[src/sv/lspmd_pkg.sv]
`default_nettype none
package lspmd_pkg;

  localparam int CHANNELS    = 8;
  localparam int SAMPLE_BITS = 12;
  localparam int NORM_BITS   = 10;
  localparam int NUM_W       = SAMPLE_BITS + NORM_BITS;
  localparam int DIV_STEPS   = NORM_BITS;
  localparam int STEP_W      = $clog2(DIV_STEPS + 1);

  localparam logic [SAMPLE_BITS-1:0] SAMPLE_MAX = {SAMPLE_BITS{1'b1}};
  localparam logic [NORM_BITS-1:0]   NORM_FULL  = NORM_BITS'(1000);

  localparam int GAIN_W  = 24;
  localparam int ERR_W   = 14;
  localparam int SUM_W   = 32;
  localparam int CORR_W  = 16;
  localparam int SPEED_W = 10;
  localparam int PROD_W  = GAIN_W + SUM_W;
  localparam int ACC_W   = PROD_W + 2;

  localparam logic [SPEED_W-1:0] SPEED_MAX   = SPEED_W'(1000);
  localparam logic [GAIN_W-1:0]  GAIN_P_INIT = GAIN_W'(6554);
  localparam logic [SPEED_W-1:0] BASE_INIT   = SPEED_W'(500);

  // Item commands. The last code is unused and does nothing.
  localparam logic [1:0] CMD_CLEAR = 2'd0;
  localparam logic [1:0] CMD_CAL   = 2'd1;
  localparam logic [1:0] CMD_RUN   = 2'd2;
  localparam logic [1:0] CMD_NOP   = 2'd3;

  // Register indexes.
  localparam logic [1:0] REG_GAIN_P = 2'd0;
  localparam logic [1:0] REG_GAIN_I = 2'd1;
  localparam logic [1:0] REG_GAIN_D = 2'd2;
  localparam logic [1:0] REG_BASE   = 2'd3;

  typedef struct packed {
    logic       load;
    logic [1:0] cmd;
    logic       step;
  } lane_ctrl_t;

  typedef struct packed {
    logic start;
    logic take;
  } pid_ctrl_t;

  typedef enum logic [1:0] {C_IDLE, C_NORM, C_MERGE, C_PID} ctl_state_t;
  typedef enum logic [1:0] {P_IDLE, P_MUL, P_CORR, P_DONE} pid_state_t;

endpackage
`default_nettype wire

[src/sv/lspmd_lane.sv]
`default_nettype none
module lspmd_lane (
  input  wire logic                                  clk,
  input  wire logic                                  rst,
  input  wire lspmd_pkg::lane_ctrl_t                 ctrl,
  input  wire logic [lspmd_pkg::SAMPLE_BITS-1:0]     raw,
  output logic      [lspmd_pkg::NORM_BITS-1:0]       value
);

  logic [lspmd_pkg::SAMPLE_BITS-1:0] chan_min;
  logic [lspmd_pkg::SAMPLE_BITS-1:0] chan_max;
  logic [lspmd_pkg::NUM_W-1:0]       rem;
  logic [lspmd_pkg::NUM_W-1:0]       dsh;
  logic [lspmd_pkg::NORM_BITS-1:0]   quo;
  logic                              is_zero;
  logic                              is_full;

  logic signed [lspmd_pkg::SAMPLE_BITS:0] diff;
  logic signed [lspmd_pkg::SAMPLE_BITS:0] range;
  logic [lspmd_pkg::SAMPLE_BITS-1:0]      range_eff;
  logic [lspmd_pkg::NORM_BITS-1:0]        norm;

  // Offset and calibrated range for the sample being loaded.
  always_comb begin
    diff  = $signed({1'b0, raw}) - $signed({1'b0, chan_min});
    range = $signed({1'b0, chan_max}) - $signed({1'b0, chan_min});
    if (range <= 0) begin
      range_eff = lspmd_pkg::SAMPLE_BITS'(1);
    end else begin
      range_eff = range[lspmd_pkg::SAMPLE_BITS-1:0];
    end
  end

  // Calibration registers.
  always_ff @(posedge clk) begin
    if (rst) begin
      chan_min <= '0;
      chan_max <= lspmd_pkg::SAMPLE_MAX;
    end else if (ctrl.load) begin
      case (ctrl.cmd)
        lspmd_pkg::CMD_CLEAR: begin
          chan_min <= lspmd_pkg::SAMPLE_MAX;
          chan_max <= '0;
        end
        lspmd_pkg::CMD_CAL: begin
          if (raw < chan_min) chan_min <= raw;
          if (raw > chan_max) chan_max <= raw;
        end
        default: ;
      endcase
    end
  end

  // Restoring division, one quotient bit a step. Out-of-range offsets
  // are settled at load and the division result is then ignored.
  always_ff @(posedge clk) begin
    if (ctrl.load) begin
      is_zero <= (diff <= 0);
      is_full <= (diff >= $signed({1'b0, range_eff}));
      rem     <= lspmd_pkg::NUM_W'(diff[lspmd_pkg::SAMPLE_BITS-1:0])
                 * lspmd_pkg::NUM_W'(1000);
      dsh     <= lspmd_pkg::NUM_W'(range_eff) << (lspmd_pkg::DIV_STEPS - 1);
      quo     <= '0;
    end else if (ctrl.step) begin
      if (rem >= dsh) begin
        rem <= rem - dsh;
        quo <= {quo[lspmd_pkg::NORM_BITS-2:0], 1'b1};
      end else begin
        quo <= {quo[lspmd_pkg::NORM_BITS-2:0], 1'b0};
      end
      dsh <= dsh >> 1;
    end
  end

  always_comb begin
    if (is_zero) begin
      norm = '0;
    end else if (is_full) begin
      norm = lspmd_pkg::NORM_FULL;
    end else begin
      norm = quo;
    end
    value = lspmd_pkg::NORM_FULL - norm;
  end

endmodule
`default_nettype wire

[config.mk]
export PLATFORM = sky130hd
export DESIGN_NAME = lspmd_lane
export DESIGN_NICKNAME = d
export VERILOG_FILES = /design/src/sv/lspmd_pkg.sv /design/src/sv/lspmd_lane.sv
export SDC_FILE = /design/constraint.sdc
export NUM_CORES = 1
export LEC_CHECK = 0
export BUFFER_PORTS_ARGS = -buffer_cell sky130_fd_sc_hd__clkbuf_2
export CAP_MARGIN = 20
export CELL_PAD_IN_SITES_DETAIL_PLACEMENT = 0
export CELL_PAD_IN_SITES_GLOBAL_PLACEMENT = 1
export CORE_MARGIN = 2
export CORE_UTILIZATION = 54
export CTS_CLUSTER_DIAMETER = 80
export DETAILED_ROUTE_END_ITERATION = 8
export PLACE_DENSITY_LB_ADDON = 0.1
export SLEW_MARGIN = 20
export SYNTH_ARGS = -nofsm -noshare
export SYNTH_HDL_FRONTEND = slang
export SYNTH_SLANG_ARGS = --single-unit
[constraint.sdc]
create_clock -name clk -period 13.1 [get_ports clk]
set_clock_uncertainty 0.05 [all_clocks]
set_input_delay 0.655 -clock clk [delete_from_list [all_inputs] [get_ports clk]]
set_output_delay 0.655 -clock clk [all_outputs]
set_load 0.02 [all_outputs]
# Yosys cells after proc, flatten, opt, wreduce, memory -nomap -nowiden
# Index checks and enable logic that the tools add are counted.
[totals]
ff_bits = 79
input_bits = 18
[op_classes]
n_addsub = 4
multipliers = 1
order_cmp = 6
eq_ne = 3
mux = 13
n_reduce_logical = 8
[op_table]
columns = ["operator", "count"]
rows = [
  ["22-bit two-way mux", 3],
  ["12-bit one-hot mux with 2 select lines", 2],
  ["21-bit two-way mux", 2],
  ["12-bit two-way mux", 3],
  ["13-bit by 1-bit less-or-equal comparator with 1-bit output (second input constant)", 2],
  ["12-bit by 12-bit subtractor with 13-bit output", 2],
  ["22-bit by 21-bit greater-or-equal comparator with 1-bit output", 1],
  ["22-bit by 21-bit subtractor with 22-bit output", 1],
  ["10-bit two-way mux", 2],
  ["12-bit by 7-bit multiplier with 19-bit output (second input constant)", 1],
  ["13-bit greater-or-equal comparator", 1],
  ["12-bit greater-than comparator", 1],
  ["12-bit less-than comparator", 1],
  ["10-bit subtractor (first input constant)", 1],
  ["3-bit AND reduction", 2],
  ["2-bit nonzero test", 3],
  ["2-bit != test (second input constant)", 2],
  ["2-bit AND reduction", 2],
  ["2-bit by 1-bit == test with 1-bit output (second input constant)", 1],
  ["2-bit logical NOT", 1],
  ["1-bit two-way mux", 1],
]

# Logic depth before layout (Yosys ltp)
[logic_depth]
depth_word = 4
depth_mapped = 25

# Worst setup path after synthesis
# Ideal clock, no wire load.
[synth_timing]
kind = "input -> register"
from = "input raw[0] in the netlist's numbering"
to = "register rem[21] in the netlist's numbering (data pin)"
arrival_time_ns = 5.829
required_time_ns = 12.786
slack_ns = 6.957
cell_stages = 25
cell_sequence = "inv_1 -> ha_1 -> inv_1 -> fa_1 -> a21o_1 -> a21oi_1 -> o21ai_0 -> nor2_1 -> xnor2_1 -> inv_1 -> xnor2_1 -> xnor2_1 -> fa_1 -> fa_1 -> fa_1 -> inv_1 -> ha_1 -> nand2_1 -> a21boi_0 -> a311oi_1 -> nand2b_1 -> o31ai_1 -> a21oi_1 -> a31oi_1 -> o31ai_2"
[synth_via]
elab_chain_cells = 3
[synth_rtl]
columns = ["item", "line_no", "rtl"]
rows = [
  ["start, declared", "lspmd_lane.sv:6", "input wire logic [lspmd_pkg::SAMPLE_BITS-1:0] raw,"],
  ["12-bit by 12-bit subtractor with 13-bit output", "lspmd_lane.sv:25", "diff = $signed({1'b0, raw}) - $signed({1'b0, chan_min});"],
  ["12-bit by 7-bit multiplier with 19-bit output", "lspmd_lane.sv:61", "* lspmd_pkg::NUM_W'(1000);"],
  ["22-bit two-way mux", "lspmd_lane.sv:57", "if (ctrl.load) begin"],
  ["end signal, assigned", "lspmd_lane.sv:60", "rem <= lspmd_pkg::NUM_W'(diff[lspmd_pkg::SAMPLE_BITS-1:0])"],
  ["end signal, assigned", "lspmd_lane.sv:66", "rem <= rem - dsh;"],
  ["end, declared", "lspmd_lane.sv:12", "logic [lspmd_pkg::NUM_W-1:0] rem;"],
]
# No other way between the ends.
# A chain may end at the register's enable or synchronous reset.

# Final worst setup path
# Same ends and word-level chain as after synthesis.

==> impl_metrics.yaml <==
detailed_routing:
  avgViaCountPerCell: 5.96
  post_drt_wl_per_cell_um: 17.2
  vias: 6794
  firstDrtPassIters: 5
  ant_nets: 0
  drt_iter0_drc: 592
  post-route-drc-count: 0
  wirelength_um: 19600
cells_and_area:
  multi_input_area_mm2: 0.00580
  seq_area_mm2: 0.00191
  n_antenna_cell: 0
  final_nets: 1109
  drive_gt1_share_pct: 8.83
  layout-area-overhead-vs-synth_pct: 6.94
  fin_util_pct: 58.6
  fillCellCount: 1358
logic_synthesis:
  synth_fp_nets: 1094
  synth_cell_types: 72
  synth_area_mm2: 0.00824
  async_flop_share_pct: 0
  yosysSeqAreaShare_pct: 23.2
  yosysWarnings: 0
  synth_ff_type: "dfxtp_1"
  synth-edff-count: 33
  postSynthCellCount: 932
  synth-seq-cells: 79
  avgSynthCellArea_um2: 8.85
cts:
  clkTransAtPathRegs_ns: 0.06
  hold_buffers: 0
  post-cts-setup-buffer-count: 0
  h-tree-depth: 3
  cts_buffers: 9
  cts.sinks: 79
  cts_resized: 0
  cts-root-buf: "clkbuf_16"
  clock_path_buffers: 2
  insertion_delay_ns: 0.35
  cts_tree: "built"
sta:
  fin_crit_ns: 6.63
  setup_tns_ns: 0
  slew_violations: 0
  setup_viol: 0
  maxSlewHeadroom_pct: 29.3
  fmax_mhz: 151
  rsz0062_at_grt: "no"
  hold_violations: 0
  finalCritPeriodShare_pct: 50.6
  worst_pin_slew_ns: 1.05
job:
  maxCapViolCount: 0
global_routing:
  grtUsageTotal_pct: 25.1
  grt_pass1_vias: 6664
  grt_pass1_wl_um: 32800
  antenna_found_initial: 0
  overflow: 0
  grt_max_degree: 49
critical_path:
  crit_family: "adder cells"
  critPathKind: "in2reg"
  worstSetupEndpointType: "flip-flop"
  cp_max_fo: 10
  cp_slowest_stage_delay_ns: 0.58
  slowest_stage: "fa_1"
  crit_required_ns: 13.13
  r2r_start: "chan_min[0]"
  rr_endpoint: "rem[21]"
  cp.arrival_ns: 6.65
  critPathLaunchType: "input pin"
  worst-path-buf-inv: 5
  worstRegToRegCells: 24
  ff2ff_setup_slack_ns: 6.56
floorplanning:
  io_pins: 28
  die_area_mm2: 0.0163
  core-area_mm2: 0.0150
  die_height_um: 128
  rows: 45
  initial_utilization_pct: 54.8
  die_w_um: 128
placed_design:
  gp_congestion: 0.894
  port_buffers: 27
  dp_hpwl_um: 15600
run_status:
  status: "finished, final reports clean"
min_path:
  holdPathEnd: "chan_max[4]"
  hold_class: "reg2reg"
  holdPathStages: 1
  hp-start: "chan_max[4]"
synth_stat cells (12+ instances only):
| library cell | number | area share [%] |
|---|---|---|
| nand3_1 | 24 | 1.5 |
| dfxtp_1 | 46 | 11 |
| clkbuf_1 | 21 | 0.96 |
| a21oi_1 | 47 | 2.9 |
| nor2b_1 | 12 | 0.91 |
| ha_1 | 112 | 17 |
| edfxtp_1 | 33 | 12 |
| nor3_1 | 15 | 0.91 |
| a211o_1 | 13 | 1.4 |
| xnor2_1 | 37 | 3.9 |
| o221a_2 | 12 | 1.6 |
| a21o_1 | 29 | 2.6 |
| mux2i_1 | 21 | 2.5 |
| xor2_1 | 22 | 2.3 |
| nand2_1 | 56 | 2.5 |
| o21ai_0 | 40 | 2.4 |
| and4_1 | 12 | 1.3 |
| nand2b_1 | 12 | 0.91 |
| nor2_1 | 71 | 3.2 |
| inv_1 | 109 | 5.0 |
| fa_1 | 32 | 7.8 |
flip-flops by register name, indices dropped and copies added (netlist names):
signal and flops:
is_zero 1, rem 22, dsh 21, quo 10
chan_max 12, is_full 1, chan_min 12
layer usage:
layer  wire length (um)  vias up  GRT usage, %
li1                   -     3369             -
met1               9620     3258          35.5
met2               8790      140          39.4
met3                822       27          4.06
met4                359        0          8.08
met5                  0        -             0
layout make-up:
| class | instances | share of cell area (%) |
|---|---|---|
| Clock buffer | 11 | 2.87 |
| Clock inverter | 4 | 0.298 |
| Inverter | 110 | 4.68 |
| Multi-Input combinational cell | 714 | 65.8 |
| Sequential cell | 79 | 21.7 |
| Tap cell | 188 | 2.67 |
| Timing Repair Buffer | 33 | 2.04 |
placed cells by master, fill, tap and decap left out, types with 4 or more instances in the layout:
cell,n
nor2_1,71
xor2_1,22
mux2i_1,21
a211o_1,13
o21a_1,11
fa_1,32
o22ai_1,8
xnor2_1,37
a21oi_1,47
and4_1,12
nand2b_1,12
a211oi_1,7
inv_1,109
buf_4,5
o31ai_1,11
nor3_1,15
a22o_1,8
nand4_1,5
a21o_1,29
nand2_1,56
ha_1,112
nand3b_1,4
o21ai_0,40
or3_1,5
nand3_1,24
a31o_2,4
dfxtp_1,46
clkbuf_2,27
clkbuf_16,9
nor2b_1,12
a31oi_1,10
o21bai_1,7
o221a_2,12
a311oi_1,4
and3_1,9
edfxtp_1,33
or2_2,5
cell families (layout without fill, tap and decap cells):
logic type                 after synthesis  count (layout)  share of synthesized area [%]
AOI/OAI and AO/OA                      242             242                           21.4
xor gates and xnor gates                60              60                           6.47
adders and majority gates              146             146                           25.0
buffers and inverters                  139             158                           6.50
DFF                                     79              79                           23.2
muxes                                   23              23                           2.82
and+or+nand+nor                        243             243                           14.6
worst reg2reg max path, cell delays in order (launching register included):
cell and delay (ns):
dfxtp_1 0.40, ha_1 0.17, inv_1 0.05, fa_1 0.39, a21o_1 0.17, a21oi_1 0.30
o21ai_0 0.15, nor2_1 0.13, xnor2_1 0.39, inv_1 0.25, xnor2_1 0.42, xnor2_1 0.15
fa_1 0.58, fa_1 0.45, fa_1 0.51, inv_1 0.04, ha_1 0.35, nand2_1 0.07
a21boi_0 0.16, a311oi_1 0.08, nand2b_1 0.23, o31ai_1 0.32, a21oi_1 0.12, a31oi_1 0.22
o31ai_2 0.11
per-stage QoR:
step / setup slack [ns] / instances / hold slack [ns] / instance area, um^2
global route: 5.96 / 1139 / 0.496 / 8820
CTS: 6.46 / 1137 / 0.467 / 8800
finish: 6.47 / 1139 / 0.461 / 8820
floorplan: 6.96 / 932 / 0.413 / 8240
global placement: 6.30 / 1122 / 0.431 / 8520
detailed placement: 6.14 / 1122 / 0.452 / 8520
how the worst max path moves through the flow:
stage / to / slack, ns / cells past startpoint / start
after detailed placement: rem[21] / 6.14 / 26 / raw[0]
after global placement: rem[21] / 6.30 / 26 / raw[0]
final: rem[21] / 6.47 / 26 / raw[0]
after global routing: rem[19] / 5.96 / 25 / raw[0]
after floorplan: rem[21] / 6.96 / 25 / raw[0]
after CTS: rem[21] / 6.46 / 26 / raw[0]
Power is left out: the tool's default activity adds up to more than one toggle a clock period on the data nets, which glitch-free logic cannot reach.
