===== src/sv/lspmd_pkg.sv =====
`default_nettype none
package lspmd_pkg;

  localparam int CHANNELS    = 8;
  localparam int SAMPLE_BITS = 12;
  localparam int NORM_BITS   = 10;
  localparam int NUM_W       = SAMPLE_BITS + NORM_BITS;
  localparam int DIV_STEPS   = NORM_BITS;
  localparam int STEP_W      = $clog2(DIV_STEPS + 1);

  localparam logic [SAMPLE_BITS-1:0] SAMPLE_MAX = {SAMPLE_BITS{1'b1}};
  localparam logic [NORM_BITS-1:0]   NORM_FULL  = NORM_BITS'(1000);

  localparam int GAIN_W  = 24;
  localparam int ERR_W   = 14;
  localparam int SUM_W   = 32;
  localparam int CORR_W  = 16;
  localparam int SPEED_W = 10;
  localparam int PROD_W  = GAIN_W + SUM_W;
  localparam int ACC_W   = PROD_W + 2;

  localparam logic [SPEED_W-1:0] SPEED_MAX   = SPEED_W'(1000);
  localparam logic [GAIN_W-1:0]  GAIN_P_INIT = GAIN_W'(6554);
  localparam logic [SPEED_W-1:0] BASE_INIT   = SPEED_W'(500);

  // Item commands. The last code is unused and does nothing.
  localparam logic [1:0] CMD_CLEAR = 2'd0;
  localparam logic [1:0] CMD_CAL   = 2'd1;
  localparam logic [1:0] CMD_RUN   = 2'd2;
  localparam logic [1:0] CMD_NOP   = 2'd3;

  // Register indexes.
  localparam logic [1:0] REG_GAIN_P = 2'd0;
  localparam logic [1:0] REG_GAIN_I = 2'd1;
  localparam logic [1:0] REG_GAIN_D = 2'd2;
  localparam logic [1:0] REG_BASE   = 2'd3;

  typedef struct packed {
    logic       load;
    logic [1:0] cmd;
    logic       step;
  } lane_ctrl_t;

  typedef struct packed {
    logic start;
    logic take;
  } pid_ctrl_t;

  typedef enum logic [1:0] {C_IDLE, C_NORM, C_MERGE, C_PID} ctl_state_t;
  typedef enum logic [1:0] {P_IDLE, P_MUL, P_CORR, P_DONE} pid_state_t;

endpackage
`default_nettype wire


===== src/sv/lspmd_pid.sv =====
`default_nettype none
module lspmd_pid (
  input  wire logic                                     clk,
  input  wire logic                                     rst,
  input  wire lspmd_pkg::pid_ctrl_t                     ctrl,
  input  wire logic signed [lspmd_pkg::ERR_W-1:0]       err,
  input  wire logic signed [lspmd_pkg::GAIN_W-1:0]      gain_p,
  input  wire logic signed [lspmd_pkg::GAIN_W-1:0]      gain_i,
  input  wire logic signed [lspmd_pkg::GAIN_W-1:0]      gain_d,
  input  wire logic        [lspmd_pkg::SPEED_W-1:0]     cruise,
  output logic                                          done,
  output logic signed      [lspmd_pkg::CORR_W-1:0]      corr,
  output logic             [lspmd_pkg::SPEED_W-1:0]     left,
  output logic             [lspmd_pkg::SPEED_W-1:0]     right
);

  lspmd_pkg::pid_state_t state, state_next;

  logic signed [lspmd_pkg::SUM_W-1:0]  error_sum;
  logic signed [lspmd_pkg::ERR_W-1:0]  prev_error;
  logic signed [lspmd_pkg::SUM_W-1:0]  sum_op;
  logic signed [lspmd_pkg::ERR_W:0]    deriv_op;
  logic signed [lspmd_pkg::ERR_W-1:0]  err_op;
  logic signed [lspmd_pkg::PROD_W-1:0] prod;
  logic signed [lspmd_pkg::ACC_W-1:0]  acc;
  logic [1:0]                          cnt;

  logic signed [lspmd_pkg::SUM_W:0]    sum_wide;
  logic signed [lspmd_pkg::SUM_W-1:0]  sum_sat;
  logic signed [lspmd_pkg::GAIN_W-1:0] mul_a;
  logic signed [lspmd_pkg::SUM_W-1:0]  mul_b;
  logic signed [lspmd_pkg::ACC_W-1:0]  acc_adj;
  logic signed [lspmd_pkg::ACC_W-17:0] acc_q;
  logic signed [lspmd_pkg::CORR_W+2:0] left_w;
  logic signed [lspmd_pkg::CORR_W+2:0] right_w;

  // Saturating integral update.
  always_comb begin
    sum_wide = $signed({error_sum[lspmd_pkg::SUM_W-1], error_sum})
             + (lspmd_pkg::SUM_W+1)'(err);
    if (sum_wide[lspmd_pkg::SUM_W] != sum_wide[lspmd_pkg::SUM_W-1]) begin
      sum_sat = sum_wide[lspmd_pkg::SUM_W] ? {1'b1, {(lspmd_pkg::SUM_W-1){1'b0}}}
                                            : {1'b0, {(lspmd_pkg::SUM_W-1){1'b1}}};
    end else begin
      sum_sat = sum_wide[lspmd_pkg::SUM_W-1:0];
    end
  end

  // Shared multiplier operand select: P, then I, then D term.
  always_comb begin
    case (cnt)
      2'd0: begin
        mul_a = gain_p;
        mul_b = lspmd_pkg::SUM_W'(err_op);
      end
      2'd1: begin
        mul_a = gain_i;
        mul_b = sum_op;
      end
      2'd2: begin
        mul_a = gain_d;
        mul_b = lspmd_pkg::SUM_W'(deriv_op);
      end
      default: begin
        mul_a = '0;
        mul_b = '0;
      end
    endcase
  end

  always_ff @(posedge clk) begin
    if (rst) begin
      state      <= lspmd_pkg::P_IDLE;
      error_sum  <= '0;
      prev_error <= '0;
      cnt        <= '0;
    end else begin
      state <= state_next;
      if (ctrl.start) begin
        error_sum  <= sum_sat;
        prev_error <= err;
        cnt        <= '0;
      end else if (state == lspmd_pkg::P_MUL) begin
        cnt <= cnt + 2'd1;
      end
    end
  end

  // Datapath registers.
  always_ff @(posedge clk) begin
    if (ctrl.start) begin
      err_op   <= err;
      sum_op   <= sum_sat;
      deriv_op <= $signed({err[lspmd_pkg::ERR_W-1], err})
                - $signed({prev_error[lspmd_pkg::ERR_W-1], prev_error});
      acc      <= '0;
    end else if (state == lspmd_pkg::P_MUL) begin
      prod <= mul_a * mul_b;
      if (cnt != 2'd0) begin
        acc <= acc + {{2{prod[lspmd_pkg::PROD_W-1]}}, prod};
      end
    end
    if (state == lspmd_pkg::P_CORR) begin
      if (acc_q > 32767) begin
        corr <= 16'sh7FFF;
      end else if (acc_q < -32768) begin
        corr <= 16'sh8000;
      end else begin
        corr <= acc_q[lspmd_pkg::CORR_W-1:0];
      end
    end
  end

  // Division by 65536 toward zero.
  always_comb begin
    acc_adj = acc[lspmd_pkg::ACC_W-1] ? acc + lspmd_pkg::ACC_W'(65535) : acc;
    acc_q   = acc_adj[lspmd_pkg::ACC_W-1:16];
  end

  // Motor duties.
  always_comb begin
    left_w  = $signed({9'b0, cruise}) + (lspmd_pkg::CORR_W+3)'(corr);
    right_w = $signed({9'b0, cruise}) - (lspmd_pkg::CORR_W+3)'(corr);
    if (left_w < 0) begin
      left = '0;
    end else if (left_w > $signed({9'b0, lspmd_pkg::SPEED_MAX})) begin
      left = lspmd_pkg::SPEED_MAX;
    end else begin
      left = left_w[lspmd_pkg::SPEED_W-1:0];
    end
    if (right_w < 0) begin
      right = '0;
    end else if (right_w > $signed({9'b0, lspmd_pkg::SPEED_MAX})) begin
      right = lspmd_pkg::SPEED_MAX;
    end else begin
      right = right_w[lspmd_pkg::SPEED_W-1:0];
    end
  end

  // Sequencer.
  always_comb begin
    state_next = state;
    done       = 1'b0;
    case (state)
      lspmd_pkg::P_IDLE: begin
        if (ctrl.start) state_next = lspmd_pkg::P_MUL;
      end
      lspmd_pkg::P_MUL: begin
        if (cnt == 2'd3) state_next = lspmd_pkg::P_CORR;
      end
      lspmd_pkg::P_CORR: begin
        state_next = lspmd_pkg::P_DONE;
      end
      lspmd_pkg::P_DONE: begin
        done = 1'b1;
        if (ctrl.take) state_next = lspmd_pkg::P_IDLE;
      end
      default: state_next = lspmd_pkg::P_IDLE;
    endcase
  end

endmodule
`default_nettype wire


===== config.mk =====
export PLATFORM = sky130hd
export DESIGN_NAME = lspmd_pid
export DESIGN_NICKNAME = d
export VERILOG_FILES = /design/src/sv/lspmd_pkg.sv /design/src/sv/lspmd_pid.sv
export SDC_FILE = /design/constraint.sdc
export NUM_CORES = 2
export LEC_CHECK = 0
export BUFFER_PORTS_ARGS = -buffer_cell sky130_fd_sc_hd__clkbuf_2
export CAP_MARGIN = 10
export CORE_ASPECT_RATIO = 1.4
export CORE_UTILIZATION = 40
export DETAILED_ROUTE_END_ITERATION = 8
export PLACE_DENSITY = 0.66
export SKIP_LAST_GASP = 1
export SYNTH_ARGS = -nofsm -noshare
export SYNTH_HDL_FRONTEND = slang
export SYNTH_SLANG_ARGS = --single-unit

===== constraint.sdc =====
create_clock -name clk -period 11.06 [get_ports clk]
set_input_delay 1.659 -clock clk [delete_from_list [all_inputs] [get_ports clk]]
set_output_delay 1.659 -clock clk [all_outputs]
set_load 0.05 [all_outputs]

# == Yosys cells after proc, flatten, opt, wreduce, memory -nomap -nowiden ==
# Index checks and enable logic that the tools add are counted.
# op_classes
n_addsub,7
mul,1
magnitude_cmp,6
n_eq_ne,10
muxes,15
n_bitwise,1
n_reduce_logical,7
# op_table
cell,count
$pmux W32 S3,1
$pmux W24 S3,1
$mux W32,2
$add A58 B17 Y58 const B,1
$add A58 B58 Y58,1
$mux W58,1
$mul A24 B32 Y56,1
$gt A42 B16 Y1 const B,1
$lt A42 B16 Y1 const B,1
$mux W10,4
$gt A17 B11 Y1 const B,2
$lt A17 B1 Y1 const B,2
$add A32 B14 Y33,1
$add A11 B16 Y17,1
$sub A11 B16 Y17,1
$mux W16,1
$sub A14 B14 Y15,1
$eq A2 B2 Y1 const B,4
$pmux W2 S4,1
$mux W2,3
$eq A2 B1 Y1 const B,2
$logic_not A2 Y1,2
$ne A2 B2 Y1 const B,2
$reduce_and A2 Y1,2
other kinds (8),8
# word_totals
regBits,241
output_inout_bits,37
wordCells,57

# == Logic depth before layout (Yosys ltp) ==
# depth
word_depth,4
depth_mapped,35
ltp_nobuf,30

# == Worst setup path after synthesis ==
# Ideal clock, no wire load.
# synth_timing
path_kind,input to register
from,input port gain_p[14] in the netlist's numbering
to,"register prod[54] in the netlist's numbering, data pin"
t_arrival_ns,9.122
required_ns,10.795
path_slack_ns,1.674
stages,29
path_cell_list,a222oi_1 -> or2_2 -> clkbuf_1 -> clkbuf_1 -> nor2_1 -> fa_1 -> inv_1 -> fa_1 -> inv_1 -> fa_1 -> inv_1 -> fa_1 -> inv_1 -> fa_1 -> fa_1 -> inv_1 -> fa_1 -> inv_1 -> ha_1 -> a21oi_1 -> o21ai_0 -> a221o_1 -> a21oi_1 -> o31a_1 -> o21ai_1 -> a41oi_1 -> o21ai_1 -> nor4_1 -> nor3_1
# synth_via
elab_chain_len,2
# synth_rtl
element,line_no,rtl
"start, declared",lspmd_pid.sv:7,"input wire logic signed [lspmd_pkg::GAIN_W-1:0] gain_p,"
$pmux W24 S3,lspmd_pid.sv:51,case (cnt)
$mul A24 B32 Y56,lspmd_pid.sv:98,prod <= mul_a * mul_b;
"end signal, assigned",lspmd_pid.sv:98,
"end, declared",lspmd_pid.sv:24,logic signed [lspmd_pkg::PROD_W-1:0] prod;
# Every way passes these cells.
# A chain may end at the register's enable or synchronous reset.

# == Final worst setup path ==
# layout_timing
from,register cnt[0]
to,"register prod[52] in the netlist's numbering, data pin"
# layout_via
elab_chain_len,3
elab_cells_between_ends,6
# layout_rtl
element,line_no,rtl
"start, declared",lspmd_pid.sv:26,logic [1:0] cnt;
"start signal, assigned",lspmd_pid.sv:84,cnt <= cnt + 2'd1;
$eq A2 B2 Y1 (tied with other cells),lspmd_pid.sv:51,
$pmux W24 S3 / $pmux W32 S3 (equally long branches),lspmd_pid.sv:51,
$mul A24 B32 Y56 *,lspmd_pid.sv:98,
# Mark *: on every way between the ends. The rest lies on a longest branch, timed or not.

==> results.cfg <==
[outcome]
status = complete, no violations

[placed_design]
port-buffer-count = 136
gp_congestion = 0.987
placed_cells = 6263
hpwl_mm = 105

[setup_path]
max_stage_delay_ns = 0.80
arrival_ns = 10.13
crit_path_max_fanout = 39
rr_startpoint = cnt[0]
crit_family = adder cells
r2r-end = prod[52]
crit_slowest_cell = ha_2
worstPathRequired_ns = 11.40
rrSetupSlack_ns = 1.27
reg2regPathDepth = 27
crit_top_cell = fa_1
crit_buf_inv = 4
end_kind = register
critical_path_class = register to register
critPathLaunchType = register

[cts]
h-tree-depth = 1
path_clk_slew_ns = 0.06
cts_setup_buffers = 0
ctsLongestPathBuffers = 3
root_buffer = clkbuf_16
numCtsBuffers = 29
cts_hold_buf = 0
post_cts_resize_count = 0
insertion_delay_ns = 0.63
cts_tree = yes
cts_sinks = 241

[detailed_routing]
firstDrtPassIters = 6
ant_nets = 0
viasPerCell = 5.43
num_vias = 34300
initialDrtViolationCount = 2336
wire_per_inst_um = 20.0
drcViolationCount = 0
routed_wirelength_mm = 126

[global_route]
grt.total_usage_pct = 23.7
overflow = 0
antenna_found_initial = 0
grt_pass1_wl_mm = 200
grt_pass1_vias = 36100
grt_max_degree = 60

[worst_hold_path]
min_to = error_sum[4]
min-delay-start = error_sum[4]
hp-class = register to register
min_path_cells = 2

[sta]
fin_crit_sh_pct = 88.5
rsz0062_at_grt = false
period_minus_slack_ns = 9.79
setup_tns_ns = 0
max_freq_mhz = 102
finalSetupViolCount = 0
skew_ns = 0.0403
slew_violations = 0
slew_headroom_pct = 22.0
worst_slew_pin_slew_ns = 1.17
hold_viol = 0

[yosys]
yosysUniqueCellTypes = 93
async_flop_share_pct = 0
syn_inst = 4905
synth_fp_nets = 6075
synth_seq_area_share_pct = 14.4
synth_edf_count = 133
avgSynthCellArea_um2 = 8.72
ys_seq_elements = 241
yosys_warnings = 0
synth_ff_type = edfxtp_1
syn-cell-area_um2 = 42800

[die]
core_um2 = 106000
die-area_um2 = 108000
fp.dieH_um = 389
num_rows = 141
initial_utilization_pct = 40.4
die_w_um = 278
io_pins = 137

[cells_and_area]
fin_nets = 6106
stdcell_count = 6318
area_delta_synth_final_pct = 7.31
drive_above_1_share_pct = 6.69

[job]
maxCapViolations = 0
## metrics by stage
step	utilization (%)	instance area, um2	hold WS (ns)	setup slack [ns]
after global placement	42.5	45000	0.439	1.03
after CTS	43.4	45900	0.458	1.39
after detailed placement	42.5	45000	0.450	0.975
final	43.4	45900	0.455	1.27
after floorplan	-	42800	0.429	1.67
after global routing	43.4	45900	0.479	0.880
## placed cells by master (no fill, tap or decap), types with 103 or more instances in the layout
master,count
fa_1,788
edfxtp_1,133
nand2_1,691
nor2_1,582
dfxtp_1,108
xnor2_1,120
ha_1,278
inv_1,854
a21oi_1,239
clkbuf_2,135
o21ai_0,103
## per-layer routing
metal / GRT usage [%] / routed length (um) / vias to the layer above
met4: 12.8 / 7910 / 0
met2: 41.9 / 61900 / 1371
met1: 27.7 / 47400 / 17000
met5: 0 / 0 / -
met3: 3.36 / 8940 / 406
li1: - / - / 15600
## cell type report
| cell class | instances | area, um2 |
|---|---|---|
| clock buffers | 32 | 758 |
| inverters | 854 | 3210 |
| diodes | 1 | 2.50 |
| flip-flops and latches | 241 | 6160 |
| multi-input cells | 3604 | 32700 |
| clock inverters | 22 | 209 |
| fillers | 10400 | 59900 |
| well taps | 1358 | 1700 |
| repair buffers | 206 | 1210 |
## tightest hold or removal path, stage by stage, from the launching register on
cell,delay [ns]
dfxtp_1,0.31
nand2_1,0.05
o21ai_1,0.05
## worst max path at each step
| stage | startpoint | endpoint | cells past startpoint |
|---|---|---|---|
| finish | cnt[0] | prod[52] | 27 |
| global route | cnt[0] | prod[52] | 27 |
| CTS | cnt[0] | prod[51] | 28 |
| detailed placement | gain_p[8] | prod[51] | 28 |
| global placement | gain_p[0] | prod[52] | 28 |
| floorplan | gain_p[14] | prod[54] | 29 |
## cell usage after synthesis (52+ instances only)
library cell	count	area share [%]
clkbuf_1	178	1.6
a21oi_1	246	2.9
dfxtp_1	108	5.1
xor2_1	55	1.1
nand2_1	691	6.1
inv_1	854	7.5
a21o_1	71	1.2
ha_1	282	8.2
edfxtp_1	133	9.3
o21ai_0	103	1.2
fa_1	788	37
nor3_1	52	0.61
nor2_1	583	5.1
xnor2_1	120	2.5
## cell families after synthesis
group	share of synthesized area, %
adder cells (fa/ha/maj)	45.1
flip-flops	14.4
multiplexers	0.500
AND/OR/NAND/NOR	16.3
buffers and inverters	9.41
XOR/XNOR	3.58
AO/OA/AOI/OAI	10.7
## state kept, by name, summed over array words and instances (netlist names)
name and cells:
sum_op 32, error_sum 32, prod 56, cnt 2, acc 58, corr 16
err_op 14, deriv_op 15, state 2, prev_error 14
Power is left out: the tool's default activity adds up to more than one toggle a clock period on the data nets, which glitch-free logic cannot reach.
